==> src/design/xcfd_pkg.sv <==
// shared types and constants for the xor checked frame deframer
package xcfd_pkg;

  localparam int ByteW = 8;

  typedef logic [ByteW-1:0] byte_t;

  // register indexes on the configuration port
  typedef logic [1:0] reg_idx_t;
  localparam reg_idx_t RegStartMarker = 2'd0;
  localparam reg_idx_t RegCheckSeed   = 2'd1;
  localparam reg_idx_t RegMaxPayload  = 2'd2;

  localparam byte_t StartMarkerRst = 8'd170;
  localparam byte_t CheckSeedRst   = 8'd0;
  localparam byte_t MaxPayloadRst  = 8'd254;

  // frame end status codes
  typedef logic [1:0] status_t;
  localparam status_t StOk   = 2'd0;
  localparam status_t StBad  = 2'd1;
  localparam status_t StZero = 2'd2;
  localparam status_t StLong = 2'd3;

  // result kinds
  localparam logic KindPayload = 1'b0;
  localparam logic KindReport  = 1'b1;

  typedef struct packed {
    byte_t start_marker;
    byte_t check_seed;
    byte_t max_payload;
  } cfg_t;

  typedef struct packed {
    logic    kind;
    byte_t   data_byte;
    byte_t   byte_index;
    byte_t   command;
    byte_t   payload_length;
    status_t status;
    logic    last;
  } res_t;

endpackage

==> src/design/xcfd_parser.sv <==
// frame parser state and per-byte step logic
module xcfd_parser (
  input  logic                 clk,
  input  logic                 rst,
  input  logic                 step,
  input  xcfd_pkg::byte_t      rx_byte,
  input  xcfd_pkg::cfg_t       cfg,
  output logic                 res_valid,
  output xcfd_pkg::res_t       res
);

  typedef enum logic [2:0] {
    PH_HUNT      = 3'd0,
    PH_LEN       = 3'd1,
    PH_CMD       = 3'd2,
    PH_PAY       = 3'd3,
    PH_CHECK     = 3'd4,
    PH_LONG_CMD  = 3'd5,
    PH_LONG_SKIP = 3'd6,
    PH_LONG_CHK  = 3'd7
  } phase_t;

  phase_t          phase, phase_next;
  xcfd_pkg::byte_t running_check, running_check_next;
  xcfd_pkg::byte_t bytes_left, bytes_left_next;
  xcfd_pkg::byte_t held_command, held_command_next;
  xcfd_pkg::byte_t held_length, held_length_next;
  xcfd_pkg::byte_t payload_position, payload_position_next;
  xcfd_pkg::byte_t len_m1;

  assign len_m1 = rx_byte - 8'd1;

  always_comb begin
    phase_next            = phase;
    running_check_next    = running_check;
    bytes_left_next       = bytes_left;
    held_command_next     = held_command;
    held_length_next      = held_length;
    payload_position_next = payload_position;
    res_valid             = 1'b0;
    res                   = '0;
    case (phase)
      PH_LEN: begin
        running_check_next = running_check ^ rx_byte;
        if (rx_byte == 8'd0) begin
          phase_next = PH_HUNT;
          res_valid  = 1'b1;
          res.kind   = xcfd_pkg::KindReport;
          res.last   = 1'b1;
          res.status = xcfd_pkg::StZero;
        end else begin
          held_length_next      = len_m1;
          bytes_left_next       = len_m1;
          payload_position_next = 8'd0;
          phase_next = (len_m1 > cfg.max_payload) ? PH_LONG_CMD : PH_CMD;
        end
      end
      PH_CMD, PH_LONG_CMD: begin
        running_check_next = running_check ^ rx_byte;
        held_command_next  = rx_byte;
        if (phase == PH_LONG_CMD) begin
          phase_next = (bytes_left == 8'd0) ? PH_LONG_CHK : PH_LONG_SKIP;
        end else begin
          phase_next = (bytes_left == 8'd0) ? PH_CHECK : PH_PAY;
        end
      end
      PH_PAY: begin
        running_check_next     = running_check ^ rx_byte;
        res_valid              = 1'b1;
        res.kind               = xcfd_pkg::KindPayload;
        res.data_byte          = rx_byte;
        res.byte_index         = payload_position;
        res.command            = held_command;
        res.payload_length     = held_length;
        res.status             = xcfd_pkg::StOk;
        res.last               = 1'b0;
        payload_position_next  = payload_position + 8'd1;
        bytes_left_next        = bytes_left - 8'd1;
        if (bytes_left == 8'd1) begin
          phase_next = PH_CHECK;
        end
      end
      PH_LONG_SKIP: begin
        running_check_next    = running_check ^ rx_byte;
        payload_position_next = payload_position + 8'd1;
        bytes_left_next       = bytes_left - 8'd1;
        if (bytes_left == 8'd1) begin
          phase_next = PH_LONG_CHK;
        end
      end
      PH_CHECK: begin
        phase_next         = PH_HUNT;
        res_valid          = 1'b1;
        res.kind           = xcfd_pkg::KindReport;
        res.last           = 1'b1;
        res.command        = held_command;
        res.payload_length = held_length;
        res.status = (rx_byte == running_check) ? xcfd_pkg::StOk : xcfd_pkg::StBad;
      end
      PH_LONG_CHK: begin
        phase_next         = PH_HUNT;
        res_valid          = 1'b1;
        res.kind           = xcfd_pkg::KindReport;
        res.last           = 1'b1;
        res.command        = held_command;
        res.payload_length = held_length;
        res.status         = xcfd_pkg::StLong;
      end
      default: begin
        if (rx_byte == cfg.start_marker) begin
          running_check_next = cfg.check_seed ^ rx_byte;
          phase_next         = PH_LEN;
        end else begin
          phase_next = PH_HUNT;
        end
      end
    endcase
  end

  always_ff @(posedge clk) begin
    if (rst) begin
      phase            <= PH_HUNT;
      running_check    <= 8'd0;
      bytes_left       <= 8'd0;
      held_command     <= 8'd0;
      held_length      <= 8'd0;
      payload_position <= 8'd0;
    end else if (step) begin
      phase            <= phase_next;
      running_check    <= running_check_next;
      bytes_left       <= bytes_left_next;
      held_command     <= held_command_next;
      held_length      <= held_length_next;
      payload_position <= payload_position_next;
    end
  end

endmodule

==> src/design/xor_checked_frame_deframer.sv <==
// top level: input register, frame parser, result register and config registers
// Receive-side frame parser for start/length/command/payload/xor-check frames. It takes one
// byte per cycle on the input channel, but a full result register that is not taken holds
// the next byte in the input register. It gives at most one item per byte: each payload byte
// as it arrives, and one frame end report on the check byte (or at once on a zero length).
// A byte passes through the input register and the parser step into the result register,
// and its result is shown from the result register. Configuration writes are taken in any
// cycle and should be made only while no frame is in progress; writing an index beyond the
// register list has no effect.
module xor_checked_frame_deframer (
  input  logic                clk,
  input  logic                rst,
  input  logic                in_valid,
  output logic                in_ready,
  input  xcfd_pkg::byte_t     rx_byte,
  output logic                out_valid,
  input  logic                out_ready,
  output logic                kind,
  output xcfd_pkg::byte_t     data_byte,
  output xcfd_pkg::byte_t     byte_index,
  output xcfd_pkg::byte_t     command,
  output xcfd_pkg::byte_t     payload_length,
  output xcfd_pkg::status_t   status,
  output logic                last,
  input  logic                cfg_valid,
  output logic                cfg_ready,
  input  xcfd_pkg::reg_idx_t  cfg_index,
  input  xcfd_pkg::byte_t     cfg_data
);

  xcfd_pkg::cfg_t   cfg;
  logic             in_full;
  xcfd_pkg::byte_t  in_byte;
  logic             out_full;
  xcfd_pkg::res_t   out_res;
  logic             advance;
  logic             res_valid;
  xcfd_pkg::res_t   res;

  assign cfg_ready = 1'b1;
  assign advance   = in_full && (!out_full || out_ready);
  assign in_ready  = !in_full || advance;

  always_ff @(posedge clk) begin
    if (rst) begin
      cfg.start_marker <= xcfd_pkg::StartMarkerRst;
      cfg.check_seed   <= xcfd_pkg::CheckSeedRst;
      cfg.max_payload  <= xcfd_pkg::MaxPayloadRst;
    end else if (cfg_valid) begin
      case (cfg_index)
        xcfd_pkg::RegStartMarker: cfg.start_marker <= cfg_data;
        xcfd_pkg::RegCheckSeed:   cfg.check_seed   <= cfg_data;
        xcfd_pkg::RegMaxPayload:  cfg.max_payload  <= cfg_data;
        default: ;
      endcase
    end
  end

  // input register
  always_ff @(posedge clk) begin
    if (rst) begin
      in_full <= 1'b0;
    end else if (in_ready) begin
      in_full <= in_valid;
    end
  end

  always_ff @(posedge clk) begin
    if (in_valid && in_ready) begin
      in_byte <= rx_byte;
    end
  end

  xcfd_parser u_parser (
    .clk       (clk),
    .rst       (rst),
    .step      (advance),
    .rx_byte   (in_byte),
    .cfg       (cfg),
    .res_valid (res_valid),
    .res       (res)
  );

  // result register
  always_ff @(posedge clk) begin
    if (rst) begin
      out_full <= 1'b0;
    end else if (advance && res_valid) begin
      out_full <= 1'b1;
    end else if (out_ready) begin
      out_full <= 1'b0;
    end
  end

  always_ff @(posedge clk) begin
    if (advance && res_valid) begin
      out_res <= res;
    end
  end

  assign out_valid      = out_full;
  assign kind           = out_res.kind;
  assign data_byte      = out_res.data_byte;
  assign byte_index     = out_res.byte_index;
  assign command        = out_res.command;
  assign payload_length = out_res.payload_length;
  assign status         = out_res.status;
  assign last           = out_res.last;

endmodule

==> config.mk <==
export PLATFORM = sky130hd
export DESIGN_NAME = xor_checked_frame_deframer
export DESIGN_NICKNAME = d
export VERILOG_FILES = /design/src/design/xcfd_pkg.sv /design/src/design/xcfd_parser.sv /design/src/design/xor_checked_frame_deframer.sv
export SDC_FILE = /design/constraint.sdc
export NUM_CORES = 1
export LEC_CHECK = 0
export BUFFER_PORTS_ARGS = -buffer_cell sky130_fd_sc_hd__buf_2
export CAP_MARGIN = 20
export CORE_MARGIN = 2
export CORE_UTILIZATION = 53
export DETAILED_ROUTE_END_ITERATION = 7
export GPL_ROUTABILITY_DRIVEN = 0
export PLACE_DENSITY = 0.72
export SETUP_SLACK_MARGIN = 0.15
export SLEW_MARGIN = 40
export SYNTH_ARGS = -nofsm -noshare
export SYNTH_HDL_FRONTEND = slang
export SYNTH_SLANG_ARGS = --single-unit
export TNS_END_PERCENT = 1
==> constraint.sdc <==
create_clock -name clk -period 3.41 [get_ports clk]
set_clock_uncertainty 0.05 [all_clocks]
set_input_delay 0 -clock clk [delete_from_list [all_inputs] [get_ports clk]]
set_output_delay 0 -clock clk [all_outputs]
set_load 0.005 [all_outputs]
After elaboration in Yosys (flattened, before gate mapping)
Index checks and enable logic that the tools add are counted.
- $lt $le $gt $ge: 1
- bitwise logic cells: 4
- muxes and demuxes: 23
- add/subtract/negate cells: 3
- reductions and logical operators: 26
- eq/ne operators: 15
- operator list (cell ; count):
    $pmux 8 s2 ; 3
    $mux 8 ; 3
    $mux 3 ; 7
    $eq 8x8->1 ; 2
    $logic_not 8->1 ; 2
    $sub 8x1->8 const B ; 2
    $xor 8x8->8 ; 2
    $pmux 3 s5 ; 1
    $eq 3x3->1 const B ; 4
    $reduce_and 3->1 ; 4
    $pmux 3 s3 ; 1
    $add 8x1->8 const B ; 1
    $eq 8x1->1 const B ; 1
    $gt 8x8->1 ; 1
    $reduce_and 2->1 ; 4
    $eq 3x2->1 const B ; 2
    $mux 1 ; 6
    $reduce_bool 2->1 ; 3
    $reduce_or 2->1 ; 3
    $reduce_or 5->1 ; 1
    $ne 2x1->1 const B ; 2
    $pmux 1 s2 ; 2
    $eq 3x1->1 const B ; 1
    $logic_and 1x1->1 ; 3
    other kinds (8) ; 11
- register bits after elaboration: 113
- word-level logic and storage cells: 91

Longest topological paths before layout
Gate-level depths: netlist (run 1).
- depth after elaboration: 5
- mapped depth: 12

Modules after synthesis
Synthesis (run 1) repeated with hierarchy kept, for this count alone.
- cells, all modules: 599
- area, all modules: 5754.3 um^2
- modules (own cells, without submodules) (module ; cells each ; area each (um^2) ; times used ; seq. area each (um^2)):
    xcfd_parser ; 444 ; 3342.0 ; 1 ; 860.8
    xor_checked_frame_deframer ; 155 ; 2412.3 ; 1 ; 1841.8

Worst setup path after synthesis (run 1)
OpenSTA, ideal clock, no wires.
- path kind: register to register
- start: register in_byte[0]
- end: register out_res, in the netlist byte_index[0] (enable)
- path buffers: 1
- cell stages (with the launch flop): 8
- period minus slack after synthesis: 3.359 ns
- slack: 0.051 ns
- arrival: 2.882 ns
- setup time: 0.427 ns
- required time: 2.933 ns
- cells stage by stage: edfxtp_1 > clkbuf_1 > inv_1 > ha_1 > nor4b_1 > and2_1 > o22ai_1 > nor2_1
- cells in the longest elaborated chain, start to end: 4
- RTL lines (what ; RTL line ; text):
    start, declared ; xor_checked_frame_deframer.sv:33 ; xcfd_pkg::byte_t in_byte;
    start signal, assigned ; xor_checked_frame_deframer.sv:70 ; in_byte <= rx_byte;
    $logic_not 8->1 ; xcfd_parser.sv:45 ; if (rx_byte == 8'd0) begin
    $mux 1 ; xcfd_parser.sv:45 ;
    $pmux 1 s2 ; xcfd_parser.sv:42 ; case (phase)
    $logic_and 1x1->1 ; xor_checked_frame_deframer.sv:96 ; if (advance && res_valid) begin
    end signal, assigned ; xor_checked_frame_deframer.sv:97 ; out_res <= res;
    end, declared ; xor_checked_frame_deframer.sv:35 ; xcfd_pkg::res_t out_res;
Every way passes these cells.
A chain may end at the register's enable or synchronous reset.

Final worst setup path (run 1)
- start: register in_byte[2]
- end: register u_parser.phase[2]
- cells in the longest elaborated chain, start to end: 5
- RTL lines (what ; RTL line ; text):
    $sub 8x1->8 ; xcfd_parser.sv:31 ; assign len_m1 = rx_byte - 8'd1;
    via u_parser.len_m1[7] ; xcfd_parser.sv:29 ; xcfd_pkg::byte_t len_m1;
    $gt 8x8->1 ; xcfd_parser.sv:55 ; phase_next = (len_m1 > cfg.max_payload) ? PH_LONG_CMD : PH_CMD;
    $mux 3 ; xcfd_parser.sv:55 ;
    $mux 3 ; xcfd_parser.sv:45 ;
    $pmux 3 s5 ; xcfd_parser.sv:42 ;
    end signal, assigned ; xcfd_parser.sv:129 ; phase <= phase_next;
    end, declared ; xcfd_parser.sv:23 ; phase_t phase, phase_next;
The timed path passes the listed nets, and every way through them passes these cells.

==> impl_results.md, run 1 <==
* Routed vias/inst at 5.69
* Area leader, netlist: dfxtp_1
* Initial core utilization at 0.542
* Cell at the root of the clock tree: clkbuf_8
* # clock sinks at 112
* YS warnings at 0
* Setup TNS at 0 ps
* Critical Path RT at 3640 ps
* # DRC at 0
* Netlist cell types at 63
* Minimum clock period at 3130 ps
* CTS HTree Levels at 3
* Critical path type: reg -> reg
* Synth area leaders: dfxtp_1 (25%), edfxtp_1 (23%), mux2i_1 (5.7%), and2_1 (3.9%), nor2_1 (3.7%)
* GRT overflow at 0
* Final net count at 672
* CTS clk-pin slew, worst paths at 110 ps
* I/O pin count at 62
* Most frequent cells in the layout: dfxtp_1 (69), buf_2 (60), nor2_1 (54)
* Number of global-route vias before repair at 4131
* Number of setup violations in the final report at 0
* Layout area overhead at 13.2%
* Top-area cell type share of the netlist area at 0.248
* Avg WL per Cell at 16.3 µm
* Startpoint Class: flop
* IO Port Bufs at 60
* Site Rows at 37
* Pwr Density at 368 nW/µm²
* Crit-path max FO at 13
* Hold crit path type: in -> reg
* Worst Tran Pin Value at 780 ps
* Finished Layout Cells at 775
* Post-synth ARST share at 0
* Cts bufs inserted at 9
* Die ar. at 11400 µm²
* EDFF count, synth at 43
* Placed Cells incl. Taps at 741
* Syn avg cell area at 9.68 µm²
* Clk buf depth at 2
* CP max stage delay at 660 ps
* Delay-heaviest family, CP: simple AND/OR/NAND/NOR gates
* CTS tree: built
* Setup WS pre-CTS at 377 ps
* Slowest cell on crit path: or4_4
* Pleak at 2.39 nW
* Fin. max-slew vios at 0
* DR pass1 iterations at 5
* Core area at 10300 µm²
* Worst-path cell chain: or4_4, nor4_2, xor2_1, ha_1, nand4_1, nor2_1, a31oi_1, nand3_1, a311oi_1
* Seq/Total Area, Yosys at 0.479
* VDD IR max at 0.191 mV
* Final hold slack at 96.9 ps
* Synthesized flop and latch total at 112
* Layout cell share with drive strength beyond 1 at 0.166
* Status: completed
* Clk_lat worst skew at 370 ps
* Fmax at 320 MHz
* Slew Limit Headroom at 0.477
* Cells after Synth at 576
* Commonest non-fill, non-tap cell in the layout: dfxtp_1
* Buf/Inv on CP at 0
* WL final at 12700 µm
* Max-capacitance violation count at 0
* Ant. Diodes at 0
* Final period util at 0.917
* Initial antenna violation count at 0
* Vias post-DR at 4413
* Number of DRC markers in iteration 0 at 349
* Mapped Nets at 614
* Hold Fails Final Rpt at 0
* Total GRT Usage at 0.232
* Die Span Y at 107 µm
* CP Capture Type: flop
* Final ANT Viol Nets at 0
* Top FF cell, synth: dfxtp_1
* First-pass GRT wire length at 20800 µm
* RSZ-0062 raised after global routing: no
* Post-Syn Area at 5570 µm²
* Setup ws final at 282 ps
* Setup bufs post-CTS at 0
* Arr. time, crit path at 3360 ps
* Die X at 107 µm
* Detailed placement HPWL at 9040 µm
* Largest net degree at the start of global routing at 59
==> worst paths after layout <==
path / startpoint / endpoint / slack (ps) / cells after the start
max reg2reg: in_byte[2] / u_parser.phase[2] / 280 / 9
min: cfg_index[1] / cfg[19] / 100 / 5
min reg2reg: u_parser.held_length[0] / u_parser.held_length[0] / 420 / 2
max: in_byte[2] / u_parser.phase[2] / 280 / 9
==> sequential cells by signal, indices dropped and copies added (netlist names) <==
name	flops
cfg	24
in_byte	8
payload_length	8
u_parser.held_length	8
u_parser.payload_position	8
byte_index	8
kind	1
in_full	1
status	2
data_byte	8
u_parser.running_check	8
u_parser.phase	3
command	8
u_parser.bytes_left	8
u_parser.held_command	8
out_valid	1
==> final cells by class <==
cell class | instances | area (µm²)
clock buffers | 9 | 124
clock inverters | 7 | 53.8
fillers | 895 | 3970
inverters | 26 | 97.6
multi-input cells | 397 | 2640
flip-flops and latches | 112 | 2670
well taps | 136 | 170
repair buffers | 88 | 556
==> metal layers <==
metal | vias to the layer above | global-route usage | part of all wire
li1 | 2165 | - | -
met2 | 151 | 0.372 | 0.46
met5 | - | 0 | 0
met1 | 2072 | 0.331 | 0.47
met3 | 25 | 0.0264 | 0.050
met4 | 0 | 0.0742 | 0.018
==> where the power goes <==
part / internal, mW / total, mW / switching [mW] / leakage (nW)
Sequential: 1.40 / 1.43 / 0.0284 / 0.963
Combinational: 0.0732 / 0.170 / 0.0969 / 1.34
Clock: 0.274 / 0.724 / 0.450 / 0.0896
==> what timing repair did <==
action | CTS | global route
setup endpoints to repair | 0 | 0
gates resized for setup | 0 | 0
endpoints found under the hold margin | 33 | 0
hold buffers | 18 | 0
==> cells in the mapped netlist (8+ instances only) <==
master and number:
nor2_1 55, a21oi_1 24, clkbuf_1 20, a211oi_1 10
nand4_1 11, ha_1 15, nor3b_1 8, dfxtp_1 69
o211ai_1 14, xnor2_1 21, buf_2 11, nand2_1 38
nor3_1 12, inv_1 26, nand2b_1 11, and2_1 35
edfxtp_1 43, o21ai_0 17, mux2i_1 32, nand3_1 12
==> metrics by stage <==
| step | instance area [µm²] | power (mW) | utilization |
|---|---|---|---|
| after floorplan | 5580 | 1.55 | - |
| after global placement | 5940 | 1.60 | 0.578 |
| after detailed placement | 5940 | 1.61 | 0.578 |
| after CTS | 6300 | 2.33 | 0.613 |
| after global routing | 6310 | 2.40 | 0.614 |
| final | 6310 | 2.32 | 0.614 |
==> worst reg2reg max path: cells and delay by family (launching register included) <==
kind / cells / cell delay, ps
AO/OA/AOI/OAI: 2 / 520
XOR/XNOR: 1 / 330
adder cells (fa/ha/maj): 1 / 320
flip-flops: 1 / 630
AND/OR/NAND/NOR: 5 / 1190
==> cell families (layout without fill, tap and decap cells) <==
logic type,count (synthesis),count (layout),synth area share
muxes,33,33,0.0595
xor gates and xnor gates,25,25,0.0393
DFF,112,112,0.479
AOI/OAI and AO/OA,111,111,0.136
buffers and inverters,67,130,0.0503
adders and majority gates,15,15,0.0337
and+or+nand+nor,212,212,0.201
other,1,1,0.000673
No activity file was read; power rests on OpenSTA's default activity.
==> run 2: changes to the inputs <==
- MAX_ROUTING_LAYER: not set -> met4
==> run 2 against run 1 <==
  * Non-clock buffer count is the same
  * Critical path depth did not move
  * Register-to-register slack about the same
  * Total power about the same
  * Die area stayed put
  * Clock power about the same
  * Clock-buffer cell count stayed put
  * First-iteration DRC count decreased by 6.6%
  * Sequential share of layout area is the same
  * Setup slack better by 11 ps
  * Highest routed layer unchanged
  * Cell count is the same
==> impl_results.md, run 2 (synthesis results as in run 1) <==
* GRT overflow at 0 (unchanged)
* Site Rows at 37 (unchanged)
* Number of DRC markers in iteration 0 at 326 (-6.6%)
* Final ANT Viol Nets at 0 (unchanged)
* I/O pin count at 62 (unchanged)
* RSZ-0062 raised after global routing: no
* Commonest non-fill, non-tap cell in the layout: dfxtp_1
* Total GRT Usage at 0.239 (+0.00684)
* Setup bufs post-CTS at 0 (unchanged)
* Minimum clock period at 3120 ps (-10.6 ps)
* PnR Total Power at 2.32 mW (about the same)
* Hold Fails Final Rpt at 0 (unchanged)
* Cell at the root of the clock tree: clkbuf_8
* Die ar. at 11400 µm² (unchanged)
* Initial core utilization at 0.542 (unchanged)
* Most flops, register: cfg
* Cts bufs inserted at 9 (unchanged)
* Startpoint Class: flop
* Number of global-route vias before repair at 4135 (+0.097%)
* First-pass GRT wire length at 20800 µm (about the same)
* IO Port Bufs at 60 (unchanged)
* Critical Path RT at 3640 ps (about the same)
* Clk buf depth at 2 (unchanged)
* Setup ws final at 292 ps (+10.6 ps)
* Setup TNS at 0 ps (unchanged)
* VDD IR max at 0.191 mV (+0.20%)
* Largest net degree at the start of global routing at 59 (unchanged)
* # DRC at 0 (unchanged)
* # clock sinks at 112 (unchanged)
* Hold crit path type: in -> reg
* Die Span Y at 107 µm (unchanged)
* CTS HTree Levels at 3 (unchanged)
* Pwr Density at 368 nW/µm² (about the same)
* Final net count at 672 (unchanged)
* Layout cell share with drive strength beyond 1 at 0.166 (unchanged)
* Fmax at 321 MHz (+0.34%)
* Final period util at 0.914 (-0.00312)
* Routed vias/inst at 5.68 (-0.18%)
* Critical path type: reg -> reg
* Clk_lat worst skew at 370 ps (about the same)
* Worst Tran Pin Value at 786 ps (+5.67 ps)
* Pleak at 2.39 nW (unchanged)
* Ant. Diodes at 0 (unchanged)
* Arr. time, crit path at 3350 ps (about the same)
* Setup WS pre-CTS at 377 ps (unchanged)
* Fin. max-slew vios at 0 (unchanged)
* Detailed placement HPWL at 9040 µm (unchanged)
* Core area at 10300 µm² (unchanged)
* CP Capture Type: flop
* Number of flip-flops in the largest register at 24 (unchanged)
* Most frequent cells in the layout: dfxtp_1 (69), buf_2 (60), nor2_1 (54)
* Max-capacitance violation count at 0 (unchanged)
* Status: completed
* CTS tree: built
* Initial antenna violation count at 0 (unchanged)
* Final Util at 0.614 (unchanged)
* Vias post-DR at 4405 (-0.18%)
* Crit-path max FO at 13 (unchanged)
* Number of setup violations in the final report at 0 (unchanged)
* Die X at 107 µm (unchanged)
* CTS clk-pin slew, worst paths at 110 ps (about the same)
* WL final at 12700 µm (+0.31%)
* Final hold slack at 97.0 ps (+0.0915 ps)
* DR pass1 iterations at 5 (unchanged)
* Layout area overhead at 13.2% (unchanged)
* Avg WL per Cell at 16.4 µm (+0.31%)
* Slew Limit Headroom at 0.473 (-0.00380)
run 2: cell counts in the layout (fill, tap and decap cells not counted):
Identical to the previous run, type by type.
run 2: metrics by stage:
stage | cell area, µm² | cells
after floorplan | 5580 | 576
after global placement | 5940 | 741
after detailed placement | 5940 | 741
after global routing | 6310 | 775
final | 6310 | 775
after CTS | 6300 | 775
run 2: worst paths after layout:
kind / from / end / slack (ps) / cells after the start
worst max-delay path: in_byte[2] / u_parser.phase[2] / 290 / 9
worst min-delay path: cfg_index[1] / cfg[19] / 100 / 5
worst max register to register: in_byte[2] / u_parser.phase[2] / 290 / 9
worst min register to register: u_parser.held_length[0] / u_parser.held_length[0] / 420 / 2
run 2: final cells by class:
class	instances	area, µm²
inverter	26	97.6
clock inverter	7	53.8
clock buffer	9	124
timing repair buffer	88	556
multi-input combinational	397	2640
fill	895	3970
tap	136	170
sequential	112	2670
run 2: power breakdown:
part           switching [mW]  internal [mW]
combinational          0.0969         0.0733
clock                   0.451          0.274
sequential             0.0282           1.40
total                   0.576           1.74
run 2: critical path, stage by stage, from the launching register on:
cell and delay [ps]:
edfxtp_1 640, or4_4 660, nor4_2 180, xor2_1 330, ha_1 320, nand4_1 140, nor2_1 80, a31oi_1 270
nand3_1 120, a311oi_1 250
run 2: timing repair:
action	in CTS	in global routing
resized for setup	0	0
endpoints found under the hold margin	33	0
hold buffers	18	0
run 2: layer usage:
layer  routed length [µm]  track usage
met3                  657       0.0276
met4                  234       0.0742
met1                 5930        0.331
met5                    0            -
met2                 5880        0.372
==> run 3: changes to the inputs <==
- CORE_MARGIN: 2 -> not set
- SETUP_SLACK_MARGIN: 0.15 -> 0.5
==> run 3 against run 2 <==
  * Die area shrank 3.7%
  * Via count rose by 3.4%
  * Cell area is 2.5% higher
  * Critical path depth is the same
  * Setup slack better by 210 ps
  * Fmax grew 7.2%
  * Register-to-register slack better by 210 ps
  * Critical path type unchanged
  * Sequential power hardly changed
  * Global-route usage increased by 0.80 points
==> impl_results.md, run 3 (synthesis results as in run 1) <==
* First-pass GRT wire length at 20500 µm (-1.5%)
* Site Rows at 37 (unchanged)
* Total GRT Usage at 0.247 (+0.00801)
* Largest net degree at the start of global routing at 59 (unchanged)
* PnR Total Power at 2.35 mW (+1.5%)
* Number of setup violations in the final report at 0 (unchanged)
* CTS HTree Levels at 3 (unchanged)
* Finished Layout Cells at 792 (+2.2%)
* Core area at 10300 µm² (unchanged)
* RSZ-0062 raised after global routing: no
* DR pass1 iterations at 5 (unchanged)
* Setup TNS at 0 ps (unchanged)
* Layout area overhead at 16.0%
* Fin. max-slew vios at 0 (unchanged)
* Clk_lat worst skew at 370 ps (about the same)
* Worst Tran Pin Value at 812 ps (+26.1 ps)
* Commonest non-fill, non-tap cell in the layout: dfxtp_1
* Avg WL per Cell at 16.6 µm (+1.2%)
* GRT overflow at 0 (unchanged)
* Arr. time, crit path at 3160 ps (-190 ps)
* # DRC at 0 (unchanged)
* Critical path type: reg -> reg
* WL final at 13100 µm (+3.4%)
* Placed Area at 5950 µm² (+0.15%)
* Clk buf depth at 2 (unchanged)
* Most flops, register: cfg
* Final ANT Viol Nets at 0 (unchanged)
* Die X at 105 µm (-1.9%)
* Pwr Density at 364 nW/µm² (-1.0%)
* Final instance area at 6470 µm² (+2.5%)
* Number of flip-flops in the largest register at 24 (unchanged)
* Pleak at 2.46 nW (+2.8%)
* Detailed placement HPWL at 8970 µm (-0.77%)
* Routed vias/inst at 5.75 (+1.1%)
* Max-capacitance violation count at 0 (unchanged)
* Reg2Reg Setup Slack at 500 ps (+210 ps)
* Ant. Diodes at 0 (unchanged)
* Fmax at 344 MHz (+7.2%)
* Hold crit path type: in -> reg
* Final net count at 689 (+2.5%)
* Final period util at 0.853 (-0.0613)
* Slew Limit Headroom at 0.456 (-0.0175)
* Layout cell share with drive strength beyond 1 at 0.201 (+0.0353)
* Initial core utilization at 0.542 (unchanged)
* Initial antenna violation count at 0 (unchanged)
* CTS tree: built
* CP Capture Type: flop
* Hold Fails Final Rpt at 0 (unchanged)
* IO Port Bufs at 60 (unchanged)
* I/O pin count at 62 (unchanged)
* Die Span Y at 105 µm (-1.9%)
* Number of global-route vias before repair at 4050 (-2.1%)
* Minimum clock period at 2910 ps (-209 ps)
* Critical Path RT at 3660 ps (+20 ps)
* Number of DRC markers in iteration 0 at 340 (+4.3%)
* # clock sinks at 112 (unchanged)
* VDD IR max at 0.240 mV (+25%)
* Placed Cells incl. Taps at 741 (unchanged)
* Final Util at 0.629 (+0.0155)
* Status: completed
* Crit-path max FO at 8 (-5)
* Cts bufs inserted at 9 (unchanged)
* Vias post-DR at 4553 (+3.4%)
* CTS clk-pin slew, worst paths at 110 ps (about the same)
* Die ar. at 10900 µm² (-3.7%)
* Fillers at 875 (-2.2%)
* Most frequent cells in the layout: dfxtp_1 (69), buf_2 (60), nor2_1 (53)
* Cell at the root of the clock tree: clkbuf_8
* Startpoint Class: flop
## run 3: worst max-delay path: stages, from the launching register on
cell	delay (ps)
edfxtp_1	550
or4_4	590
nor2_2	140
xor2_2	230
ha_1	290
a211o_1	300
o211ai_1	130
nand4_1	230
a21oi_2	200
o2bb2ai_1	130
## run 3: path summary, 6_finish.rpt
path | from | endpoint | depth (start not counted)
max | in_byte[0] | u_parser.phase[1] | 9
min | cfg_index[1] | cfg[17] | 5
max reg2reg | in_byte[0] | u_parser.phase[1] | 9
min reg2reg | u_parser.held_length[0] | u_parser.held_length[0] | 2
## run 3: metal layers
metal	vias up	GRT usage	wire (µm)
met5	-	-	0
met2	202	0.377	5930
met3	33	0.0337	1010
met1	2117	0.332	5860
met4	0	0.103	325
li1	2201	-	-
## run 3: cell type report
cell class | instances | area, µm² | share of cell area
clock buffer | 9 | 124 | 0.0191
multi-input combinational | 397 | 2670 | 0.412
timing repair buffer | 105 | 681 | 0.105
clock inverter | 7 | 57.6 | 0.00890
tap | 136 | 170 | 0.0263
sequential | 112 | 2670 | 0.413
inverter | 26 | 97.6 | 0.0151
## run 3: timing repair
item | 4_1_cts | 5_1_grt
endpoints found under the setup margin | 1 | 3
hold buffers | 18 | 0
gates resized for setup | 0 | 8
endpoints found under the hold margin | 33 | 0
pin swaps | 0 | 1
buffers inserted | 2 | 15
## run 3: power breakdown
group          total, mW  internal [mW]  switching (mW)
registers           1.42           1.40          0.0236
clock network      0.736          0.272           0.464
logic              0.198         0.0873           0.110
## run 3: stage by stage
step / setup slack [ps] / hold slack [ps]
3_5_place_dp: 492 / 130
4_1_cts: 511 / 86.5
2_1_floorplan: 626 / 48.9
5_1_grt: 397 / 102
6_report: 501 / 93.2
3_3_place_gp: 569 / 130
